===== src/rtl/laf_pkg.sv =====
package laf_pkg;

    localparam int DEF_TAPS = 16;
    localparam int SMP_W    = 16;
    localparam int W_W      = 24;
    localparam int STEP_W   = 16;
    localparam int ME_W     = 34;
    localparam int PROD_W   = ME_W + SMP_W;
    localparam logic [STEP_W-1:0] STEP_RESET = 16'd328;

    typedef enum logic [2:0] {
        C_HOLD,
        C_SHIFT,
        C_SHIFT_CLR,
        C_ROTATE,
        C_CLEAR
    } t_cell_op;

    typedef struct packed {
        logic step;
        logic load_real;
        logic upd;
        logic acc_clr;
        logic acc_en;
    } t_mac_ctl;

    typedef enum logic [2:0] {
        S_IDLE,
        S_MAC,
        S_FIN,
        S_ME,
        S_UPD,
        S_CLR
    } t_state;

endpackage


===== src/rtl/laf_if.sv =====
interface laf_in_if;
    logic        valid;
    logic        ready;
    logic [15:0] sample;
    logic [15:0] desired_sample;
    logic        last_of_run;
    modport source (output valid, sample, desired_sample, last_of_run, input ready);
    modport sink (input valid, sample, desired_sample, last_of_run, output ready);
endinterface

interface laf_out_if;
    logic        valid;
    logic        ready;
    logic [15:0] filtered;
    logic [15:0] error_value;
    modport source (output valid, filtered, error_value, input ready);
    modport sink (input valid, filtered, error_value, output ready);
endinterface

interface laf_cfg_if;
    logic        valid;
    logic        ready;
    logic [15:0] step_size;
    modport source (output valid, step_size, input ready);
    modport sink (input valid, step_size, output ready);
endinterface


===== src/rtl/laf_cell.sv =====
module laf_cell (
    input  logic              i_clk,
    input  logic              i_rst_n,
    input  laf_pkg::t_cell_op i_op,
    input  logic [15:0]       i_left_x,
    input  logic [15:0]       i_right_x,
    input  logic [23:0]       i_right_w,
    output logic [15:0]       o_x,
    output logic [23:0]       o_w
);
    import laf_pkg::*;

    logic [SMP_W-1:0] r_x;
    logic [W_W-1:0]   r_w;

    always_ff @(posedge i_clk) begin
        if (!i_rst_n) begin
            r_x <= '0;
            r_w <= '0;
        end else begin
            unique case (i_op)
                C_HOLD: ;
                C_SHIFT: r_x <= i_left_x;
                C_SHIFT_CLR: begin
                    r_x <= i_left_x;
                    r_w <= '0;
                end
                C_ROTATE: begin
                    r_x <= i_right_x;
                    r_w <= i_right_w;
                end
                C_CLEAR: r_w <= '0;
                default: ;
            endcase
        end
    end

    assign o_x = r_x;
    assign o_w = r_w;
endmodule


===== src/rtl/laf_mac.sv =====
module laf_mac #(
    parameter int ACC_W = 45
) (
    input  logic              i_clk,
    input  logic              i_rst_n,
    input  laf_pkg::t_mac_ctl i_ctl,
    input  logic [15:0]       i_head_x,
    input  logic [23:0]       i_head_w,
    input  logic [33:0]       i_me,
    output logic [15:0]       o_tail_x,
    output logic [23:0]       o_tail_w,
    output logic [ACC_W-1:0]  o_acc
);
    import laf_pkg::*;

    logic              r_sv;
    logic [SMP_W-1:0]  r_sx;
    logic [W_W-1:0]    r_sw;
    logic [PROD_W-1:0] r_prod;
    logic [ACC_W-1:0]  r_acc;

    logic signed [ME_W-1:0]   opa;
    logic signed [PROD_W-1:0] prod;
    logic signed [PROD_W-1:0] rnd;
    logic signed [PROD_W-1:0] nw;

    always_comb begin
        opa  = i_ctl.upd ? $signed(i_me) : ME_W'($signed(i_head_w));
        prod = PROD_W'(opa) * PROD_W'($signed(i_head_x));
    end

    // delta rounded to Q4.20, then saturating add
    always_comb begin
        rnd = ($signed(r_prod) + (PROD_W'(1) <<< 25)) >>> 26;
        nw  = PROD_W'($signed(r_sw)) + rnd;
        if (nw > PROD_W'(8388607))
            o_tail_w = 24'h7fffff;
        else if (nw < -PROD_W'(8388608))
            o_tail_w = 24'h800000;
        else
            o_tail_w = nw[W_W-1:0];
        if (!i_ctl.upd)
            o_tail_w = r_sw;
    end

    always_ff @(posedge i_clk) begin
        if (!i_rst_n) begin
            r_sv <= 1'b0;
        end else if (i_ctl.step) begin
            r_sv <= i_ctl.load_real;
        end
    end

    always_ff @(posedge i_clk) begin
        if (i_ctl.step) begin
            r_sx   <= i_head_x;
            r_sw   <= i_head_w;
            r_prod <= prod;
        end
        if (i_ctl.acc_clr)
            r_acc <= '0;
        else if (i_ctl.acc_en && r_sv)
            r_acc <= r_acc + r_prod[ACC_W-1:0];
    end

    assign o_tail_x = r_sx;
    assign o_acc    = r_acc;
endmodule


===== src/rtl/lms_adaptive_fir_unit.sv =====
// A warm input transfer starts the MAC pass (S_MAC); S_FIN then registers the result and raises
// valid, and S_ME and S_UPD update the weights. A new input is taken only in S_IDLE, after the
// update (and S_CLR with last_of_run); S_FIN waits while the previous result waits for transfer,
// and warm-up items are only shifted in. One shared multiplier sits at the head of a rotating ring
// of tap cells, used once around for the MAC pass and once for the weight update.
// Reset: synchronous, active low; taps, weights and warm-up count cleared, step_size = 328.
module lms_adaptive_fir_unit #(
    parameter int TAPS = laf_pkg::DEF_TAPS
) (
    input  logic        i_clk,
    input  logic        i_rst_n,
    laf_in_if.sink      i_smp,
    laf_cfg_if.sink     i_cfg,
    laf_out_if.source   o_res
);
    import laf_pkg::*;

    localparam int CNT_W = $clog2(TAPS + 1);
    localparam int ACC_W = 40 + $clog2(TAPS) + 1;

    t_state               r_state, n_state;
    logic [CNT_W-1:0]     r_cnt;
    logic [CNT_W-1:0]     r_wcnt;
    logic                 r_last;
    logic [SMP_W-1:0]     r_d;
    logic [SMP_W-1:0]     r_y, r_e;
    logic                 r_ov;
    logic [ME_W-1:0]      r_me;
    logic [STEP_W-1:0]    r_step;

    t_cell_op             cell_op;
    t_mac_ctl             mac_ctl;
    logic                 in_xfer, warm, cnt_end, fin_go;

    logic [SMP_W-1:0]     cx [TAPS];
    logic [W_W-1:0]       cw [TAPS];
    logic [SMP_W-1:0]     tail_x;
    logic [W_W-1:0]       tail_w;
    logic [ACC_W-1:0]     acc;

    logic signed [ACC_W-1:0] acc_r;
    logic [SMP_W-1:0]        y_sat, e_sat;
    logic signed [SMP_W:0]   diff;

    assign warm    = (r_wcnt == CNT_W'(TAPS));
    assign in_xfer = i_smp.valid && i_smp.ready;
    assign cnt_end = (r_cnt == CNT_W'(TAPS));
    assign fin_go  = !r_ov || o_res.ready;

    assign i_smp.ready = (r_state == S_IDLE);
    assign i_cfg.ready = 1'b1;

    always_comb begin
        n_state = r_state;
        unique case (r_state)
            S_IDLE: if (in_xfer && warm) n_state = S_MAC;
            S_MAC:  if (cnt_end) n_state = S_FIN;
            S_FIN:  if (fin_go) n_state = S_ME;
            S_ME:   n_state = S_UPD;
            S_UPD:  if (cnt_end) n_state = r_last ? S_CLR : S_IDLE;
            S_CLR:  n_state = S_IDLE;
            default: n_state = S_IDLE;
        endcase
    end

    always_comb begin
        cell_op = C_HOLD;
        mac_ctl = '0;
        unique case (r_state)
            S_IDLE: begin
                if (in_xfer)
                    cell_op = (i_smp.last_of_run && !warm) ? C_SHIFT_CLR : C_SHIFT;
                mac_ctl.acc_clr = 1'b1;
            end
            S_MAC: begin
                cell_op           = C_ROTATE;
                mac_ctl.step      = 1'b1;
                mac_ctl.load_real = !cnt_end;
                mac_ctl.acc_en    = 1'b1;
            end
            S_UPD: begin
                cell_op           = C_ROTATE;
                mac_ctl.step      = 1'b1;
                mac_ctl.load_real = !cnt_end;
                mac_ctl.upd       = 1'b1;
            end
            S_CLR: cell_op = C_CLEAR;
            S_FIN, S_ME: ;
            default: ;
        endcase
    end

    always_ff @(posedge i_clk) begin
        if (!i_rst_n) begin
            r_state <= S_IDLE;
            r_cnt   <= '0;
            r_wcnt  <= '0;
            r_ov    <= 1'b0;
            r_step  <= STEP_RESET;
        end else begin
            r_state <= n_state;
            if (i_cfg.valid)
                r_step <= i_cfg.step_size;
            if (r_state == S_MAC || r_state == S_UPD)
                r_cnt <= cnt_end ? '0 : r_cnt + 1'b1;
            else
                r_cnt <= '0;
            if (in_xfer) begin
                if (i_smp.last_of_run)
                    r_wcnt <= '0;
                else if (!warm)
                    r_wcnt <= r_wcnt + 1'b1;
            end
            if (r_state == S_FIN && fin_go)
                r_ov <= 1'b1;
            else if (o_res.ready)
                r_ov <= 1'b0;
        end
    end

    always_ff @(posedge i_clk) begin
        if (in_xfer) begin
            r_d    <= i_smp.desired_sample;
            r_last <= i_smp.last_of_run;
        end
        if (r_state == S_FIN && fin_go) begin
            r_y <= y_sat;
            r_e <= e_sat;
        end
        if (r_state == S_ME)
            r_me <= ME_W'($signed({1'b0, r_step, 1'b0})) * ME_W'($signed(r_e));
    end

    // y: round to Q1.15 and saturate, e = d - y saturated
    always_comb begin
        acc_r = ($signed(acc) + (ACC_W'(1) <<< 19)) >>> 20;
        if (acc_r > $signed(ACC_W'(32767)))
            y_sat = 16'h7fff;
        else if (acc_r < -$signed(ACC_W'(32768)))
            y_sat = 16'h8000;
        else
            y_sat = acc_r[SMP_W-1:0];
        diff = $signed({r_d[SMP_W-1], r_d}) - $signed({y_sat[SMP_W-1], y_sat});
        if (diff[SMP_W] != diff[SMP_W-1])
            e_sat = diff[SMP_W] ? 16'h8000 : 16'h7fff;
        else
            e_sat = diff[SMP_W-1:0];
    end

    for (genvar k = 0; k < TAPS; k++) begin : g_cell
        laf_cell u_cell (
            .i_clk     (i_clk),
            .i_rst_n   (i_rst_n),
            .i_op      (cell_op),
            .i_left_x  ((k == 0) ? i_smp.sample : cx[(k == 0) ? 0 : k - 1]),
            .i_right_x ((k == TAPS - 1) ? tail_x : cx[(k == TAPS - 1) ? k : k + 1]),
            .i_right_w ((k == TAPS - 1) ? tail_w : cw[(k == TAPS - 1) ? k : k + 1]),
            .o_x       (cx[k]),
            .o_w       (cw[k])
        );
    end

    laf_mac #(
        .ACC_W (ACC_W)
    ) u_mac (
        .i_clk    (i_clk),
        .i_rst_n  (i_rst_n),
        .i_ctl    (mac_ctl),
        .i_head_x (cx[0]),
        .i_head_w (cw[0]),
        .i_me     (r_me),
        .o_tail_x (tail_x),
        .o_tail_w (tail_w),
        .o_acc    (acc)
    );

    assign o_res.valid       = r_ov;
    assign o_res.filtered    = r_y;
    assign o_res.error_value = r_e;

`ifndef SYNTHESIS
    a_cnt_range: assert property (@(posedge i_clk) disable iff (!i_rst_n)
        (r_state == S_MAC || r_state == S_UPD) |-> (r_cnt <= CNT_W'(TAPS)))
        else $error("ring counter out of range");
    a_mac_warm: assert property (@(posedge i_clk) disable iff (!i_rst_n)
        (r_state == S_IDLE && in_xfer && n_state == S_MAC) |-> warm)
        else $error("MAC pass started during warm-up");
    a_fin_out: assert property (@(posedge i_clk) disable iff (!i_rst_n)
        (r_state == S_FIN && fin_go) |=> (r_ov && r_state == S_ME))
        else $error("result not registered on leaving FIN");
    a_busy_ready: assert property (@(posedge i_clk) disable iff (!i_rst_n)
        (r_state != S_IDLE) |-> !i_smp.ready)
        else $error("input ready while busy");
`endif
endmodule


===== src/flat_wrapper.sv =====
// flat-port wrapper written by rule: the top's interface ports become plain ports
module lms_adaptive_fir_unit_flat import laf_pkg::*;
#(
    parameter int TAPS = laf_pkg::DEF_TAPS
)
  (i_clk, i_rst_n, i_smp_valid, i_smp_sample, i_smp_desired_sample, i_smp_last_of_run, i_smp_ready, i_cfg_valid, i_cfg_step_size, i_cfg_ready, o_res_valid, o_res_filtered, o_res_error_value, o_res_ready);
  laf_in_if i_smp_i ();
  laf_cfg_if i_cfg_i ();
  laf_out_if o_res_i ();
  input  logic i_clk;
  input  logic i_rst_n;
  input wire logic [$bits(i_smp_i.valid)-1:0] i_smp_valid;
  input wire logic [$bits(i_smp_i.sample)-1:0] i_smp_sample;
  input wire logic [$bits(i_smp_i.desired_sample)-1:0] i_smp_desired_sample;
  input wire logic [$bits(i_smp_i.last_of_run)-1:0] i_smp_last_of_run;
  output wire logic [$bits(i_smp_i.ready)-1:0] i_smp_ready;
  input wire logic [$bits(i_cfg_i.valid)-1:0] i_cfg_valid;
  input wire logic [$bits(i_cfg_i.step_size)-1:0] i_cfg_step_size;
  output wire logic [$bits(i_cfg_i.ready)-1:0] i_cfg_ready;
  output wire logic [$bits(o_res_i.valid)-1:0] o_res_valid;
  output wire logic [$bits(o_res_i.filtered)-1:0] o_res_filtered;
  output wire logic [$bits(o_res_i.error_value)-1:0] o_res_error_value;
  input wire logic [$bits(o_res_i.ready)-1:0] o_res_ready;
  assign i_smp_i.valid = i_smp_valid;
  assign i_smp_i.sample = i_smp_sample;
  assign i_smp_i.desired_sample = i_smp_desired_sample;
  assign i_smp_i.last_of_run = i_smp_last_of_run;
  assign i_smp_ready = i_smp_i.ready;
  assign i_cfg_i.valid = i_cfg_valid;
  assign i_cfg_i.step_size = i_cfg_step_size;
  assign i_cfg_ready = i_cfg_i.ready;
  assign o_res_valid = o_res_i.valid;
  assign o_res_filtered = o_res_i.filtered;
  assign o_res_error_value = o_res_i.error_value;
  assign o_res_i.ready = o_res_ready;
  lms_adaptive_fir_unit #(.TAPS(TAPS)) u_core (.i_clk(i_clk), .i_rst_n(i_rst_n), .i_smp(i_smp_i), .i_cfg(i_cfg_i), .o_res(o_res_i));
endmodule

===== config.mk =====
export PLATFORM = sky130hd
export DESIGN_NAME = lms_adaptive_fir_unit_flat
export DESIGN_NICKNAME = d
export VERILOG_FILES = /design/src/rtl/laf_pkg.sv /design/src/rtl/laf_if.sv /design/src/rtl/laf_cell.sv /design/src/rtl/laf_mac.sv /design/src/rtl/lms_adaptive_fir_unit.sv /design/src/flat_wrapper.sv
export SDC_FILE = /design/constraint.sdc
export NUM_CORES = 2
export LEC_CHECK = 0
export ABC_AREA = 0
export BUFFER_PORTS_ARGS = -buffer_cell sky130_fd_sc_hd__buf_2
export CAP_MARGIN = 30
export CORE_ASPECT_RATIO = 0.7
export CORE_UTILIZATION = 60
export CTS_CLUSTER_DIAMETER = 80
export CTS_CLUSTER_SIZE = 40
export DETAILED_ROUTE_END_ITERATION = 16
export GPL_TIMING_DRIVEN = 0
export PLACE_DENSITY = 0.76
export SLEW_MARGIN = 20
export SYNTH_ARGS = -nofsm -noshare
export SYNTH_HDL_FRONTEND = slang
export SYNTH_SLANG_ARGS = --single-unit

===== constraint.sdc =====
create_clock -name i_clk -period 15.6 [get_ports i_clk]
set_input_delay 0.78 -clock i_clk [delete_from_list [all_inputs] [get_ports i_clk]]
set_output_delay 0.78 -clock i_clk [all_outputs]
set_load 0.01 [all_outputs]

==> results.toml <==
[placed_design]
post-place-cells = 8905
dpl.hpwl_um = 157000
dpl_cell_area_um2 = 68600
portBuffers = 86
gp_congestion = 1.01

[setup_path]
arrival_ns = 10.53
worstSetupEndpointType = "flip-flop"
crit_slowest_cell = "nor2_2"
critPathLaunchType = "flip-flop"
cp_max_fo = 10
slowest_delay_ns = 0.76
cp.required_ns = 16.03
critPathKind = "reg -> reg"
cpMostUsedCell = "fa_1"

[die]
dieArea_um2 = 112000
core_um2 = 109000
rows = 101
initial_utilization = 0.608
die_w_um = 399
io_pins = 89
die_y_um = 280

[yosys]
synth-xor-area-share = 0.0253
synth_compound_area_frac = 0.137
synth.area.top_cells = "dfxtp_1 (22%), fa_1 (22%), nand2_1 (7.8%)"
postSynthAreaPerCell_um2 = 8.98
synth_warnings = 0
synth_top_family_by_area = "adder cells"
syn_area_um2 = 66100
async_flop_share = 0
synth_flop_cell = "dfxtp_1"
syn_nets = 8457
synthAdderAreaFrac = 0.278
seq_area_frac_synth = 0.295
synth_top_area_cell = "dfxtp_1"
ys_ff_latch = 888
ys_types = 93
synthMuxAreaShare = 0.00289
yosysTopAreaCellShare = 0.217
syn_inst = 7362
synth-simple-area-share = 0.187
synth_edf_count = 172

[cells_and_area]
layout_common_cells = "nand2_1 (1381), inv_1 (870), dfxtp_1 (716)"
layout-drive-gt1-share = 0.0267
final_core_util = 0.643
fin_cells = 8969
layout.nets = 8600
finalInstanceArea_um2 = 69900
area_growth_pct = 5.74
layout.cells.most_common = "nand2_1"

[power_and_ir_drop]
p_per_area_nw_per_um2 = 81.8
total_leakage_power_uw = 0.0318
ir_drop_uv = 132

[drt]
viasPerCell = 6.02
num_vias = 53988
post_drt_wl_per_cell_um = 21.7
drt-total-wl_um = 194000
first_pass_iters = 7
drt_iter0_markers = 6208
drc = 0
ant_nets = 0

[grt]
grt_antenna_before_repair = 16
track_usage = 0.348
grt_pass1_wl_um = 300000
overflow = 0
grt_pass1_vias = 51881
grt_max_degree = 51

[sta]
setup_tns_ns = 0
hold_violations = 0
clock_skew_ns = 0.0533
rsz0062_at_grt = "no"
slew_headroom = 0.274
finalSetupViolCount = 0
whs_ns = 0.279
period_needed_ns = 10.10
fin_crit_sh = 0.648
max_freq_ghz = 0.0990
worst_slew_pin_slew_ns = 1.09
final_max_slew_viol_count = 0

[clocking]
cts_tree = "yes"
holdBufCountCts = 0
post_cts_resized = 0
root_buffer = "clkbuf_16"
ctsHtreeMaxLevel = 2
clockBufferDepth = 3
clock_latency_ns = 0.67
cts_made_buffers = 35
cts.clk_slew.worst_paths_ns = 0.14
post_cts.repair.setup_buffers = 0
clock_sinks = 888

[job]
cap_violations = 0

[run_status]
status = "complete, no violations"

[worst_hold_path]
worstHoldPathType = "in -> reg"
==> where the power goes <==
group / internal, µW / switching, µW / leakage (µW) / total (µW)
Sequential: 2500 / 118 / 0.00741 / 2610
Combinational: 662 / 1140 / 0.0238 / 1800
Clock: 472 / 832 / 0.000592 / 1300
==> final timing paths <==
kind | cells past startpoint | startpoint | slack, ns | to
worst max-delay path | 28 | u_core.r_state[1] | 5.50 | u_core.u_mac.r_prod[47]
worst min-delay path | 1 | i_smp_desired_sample[4] | 0.28 | u_core.r_d[4]
worst max register to register | 28 | u_core.r_state[1] | 5.50 | u_core.u_mac.r_prod[47]
worst min register to register | 0 | u_core.g_cell[0].u_cell.o_x[12] | 0.44 | u_core.u_mac.o_tail_x[12]
==> Yosys cell counts (4+ instances only) <==
| cell | number |
|---|---|
| a2111oi_0 | 6 |
| a211o_1 | 7 |
| a211oi_1 | 23 |
| a21boi_0 | 14 |
| a21o_1 | 81 |
| a21oi_1 | 299 |
| a22oi_1 | 275 |
| a311oi_1 | 4 |
| a31oi_1 | 22 |
| and2_1 | 308 |
| and3_1 | 40 |
| buf_1 | 19 |
| buf_2 | 4 |
| clkbuf_1 | 426 |
| dfxtp_1 | 716 |
| edfxtp_1 | 172 |
| fa_1 | 711 |
| ha_1 | 330 |
| inv_1 | 870 |
| mux2i_1 | 18 |
| nand2_1 | 1381 |
| nand2b_1 | 36 |
| nand3_1 | 307 |
| nand4_1 | 24 |
| nor2_1 | 151 |
| nor2b_1 | 314 |
| nor3_1 | 27 |
| nor3b_1 | 7 |
| nor4_1 | 5 |
| o211a_1 | 257 |
| o211ai_1 | 16 |
| o21a_1 | 27 |
| o21ai_0 | 135 |
| o21ai_1 | 12 |
| o21bai_1 | 23 |
| o31a_1 | 4 |
| o31ai_1 | 8 |
| or2_2 | 8 |
| or3_1 | 16 |
| xnor2_1 | 119 |
| xor2_1 | 72 |
==> per-layer routing <==
layer	track usage	up-vias	part of all wire
met5	0	-	0.00011
met4	0.0769	4	0.023
met2	0.477	2745	0.40
met1	0.538	26751	0.45
met3	0.100	281	0.13
li1	-	24207	-
==> state kept, by name (all words and copies together), names as in the netlist, 16 cells and up <==
| register | cells |
|---|---|
| u_core.u_mac.o_tail_x | 16 |
| u_core.u_mac.r_sw | 24 |
| u_core.g_cell.u_cell.o_x | 256 |
| u_core.u_mac.r_prod | 50 |
| u_core.r_me | 33 |
| u_core.r_step | 16 |
| u_core.u_mac.o_acc | 45 |
| u_core.r_d | 16 |
| u_core.g_cell.u_cell.o_w | 384 |
| u_core.o_res.error_value | 16 |
| u_core.o_res.filtered | 16 |
==> cells by family after synthesis <==
| logic type | after synthesis |
|---|---|
| DFF | 888 |
| adders and majority gates | 1041 |
| muxes | 19 |
| buffers and inverters | 1325 |
| and+or+nand+nor | 2645 |
| AOI/OAI and AO/OA | 1252 |
| xor gates and xnor gates | 191 |
| other | 1 |
==> worst max-delay path: cells and delay by family, from the launching register on <==
family          cells  cell delay, ns
compound gates      9            2.24
xor+xnor            1            0.41
fa+ha+maj           7            3.51
buf+inv             6            1.39
flops               1            0.32
simple gates        5            1.95
==> stage by stage <==
step / total power [µW] / worst slack, ns
after CTS: 5680 / 5.77
after global placement: 4340 / 5.58
after global routing: 6000 / 5.21
after detailed placement: 4400 / 5.86
after floorplan: 3880 / 8.13
final: 5720 / 5.50
==> final cells by class <==
cell class                      instances  area, µm²
Antenna cell                            1       2.50
Buffer                                453       1720
Tap cell                             1442       1800
Inverter                              872       3270
Timing Repair Buffer                  106        691
Multi-Input combinational cell       5149      41700
Clock buffer                           39        891
Clock inverter                         19        377
Sequential cell                       888      19500
Fill cell                            9138      38900
(Power assumes the default switching activity.)
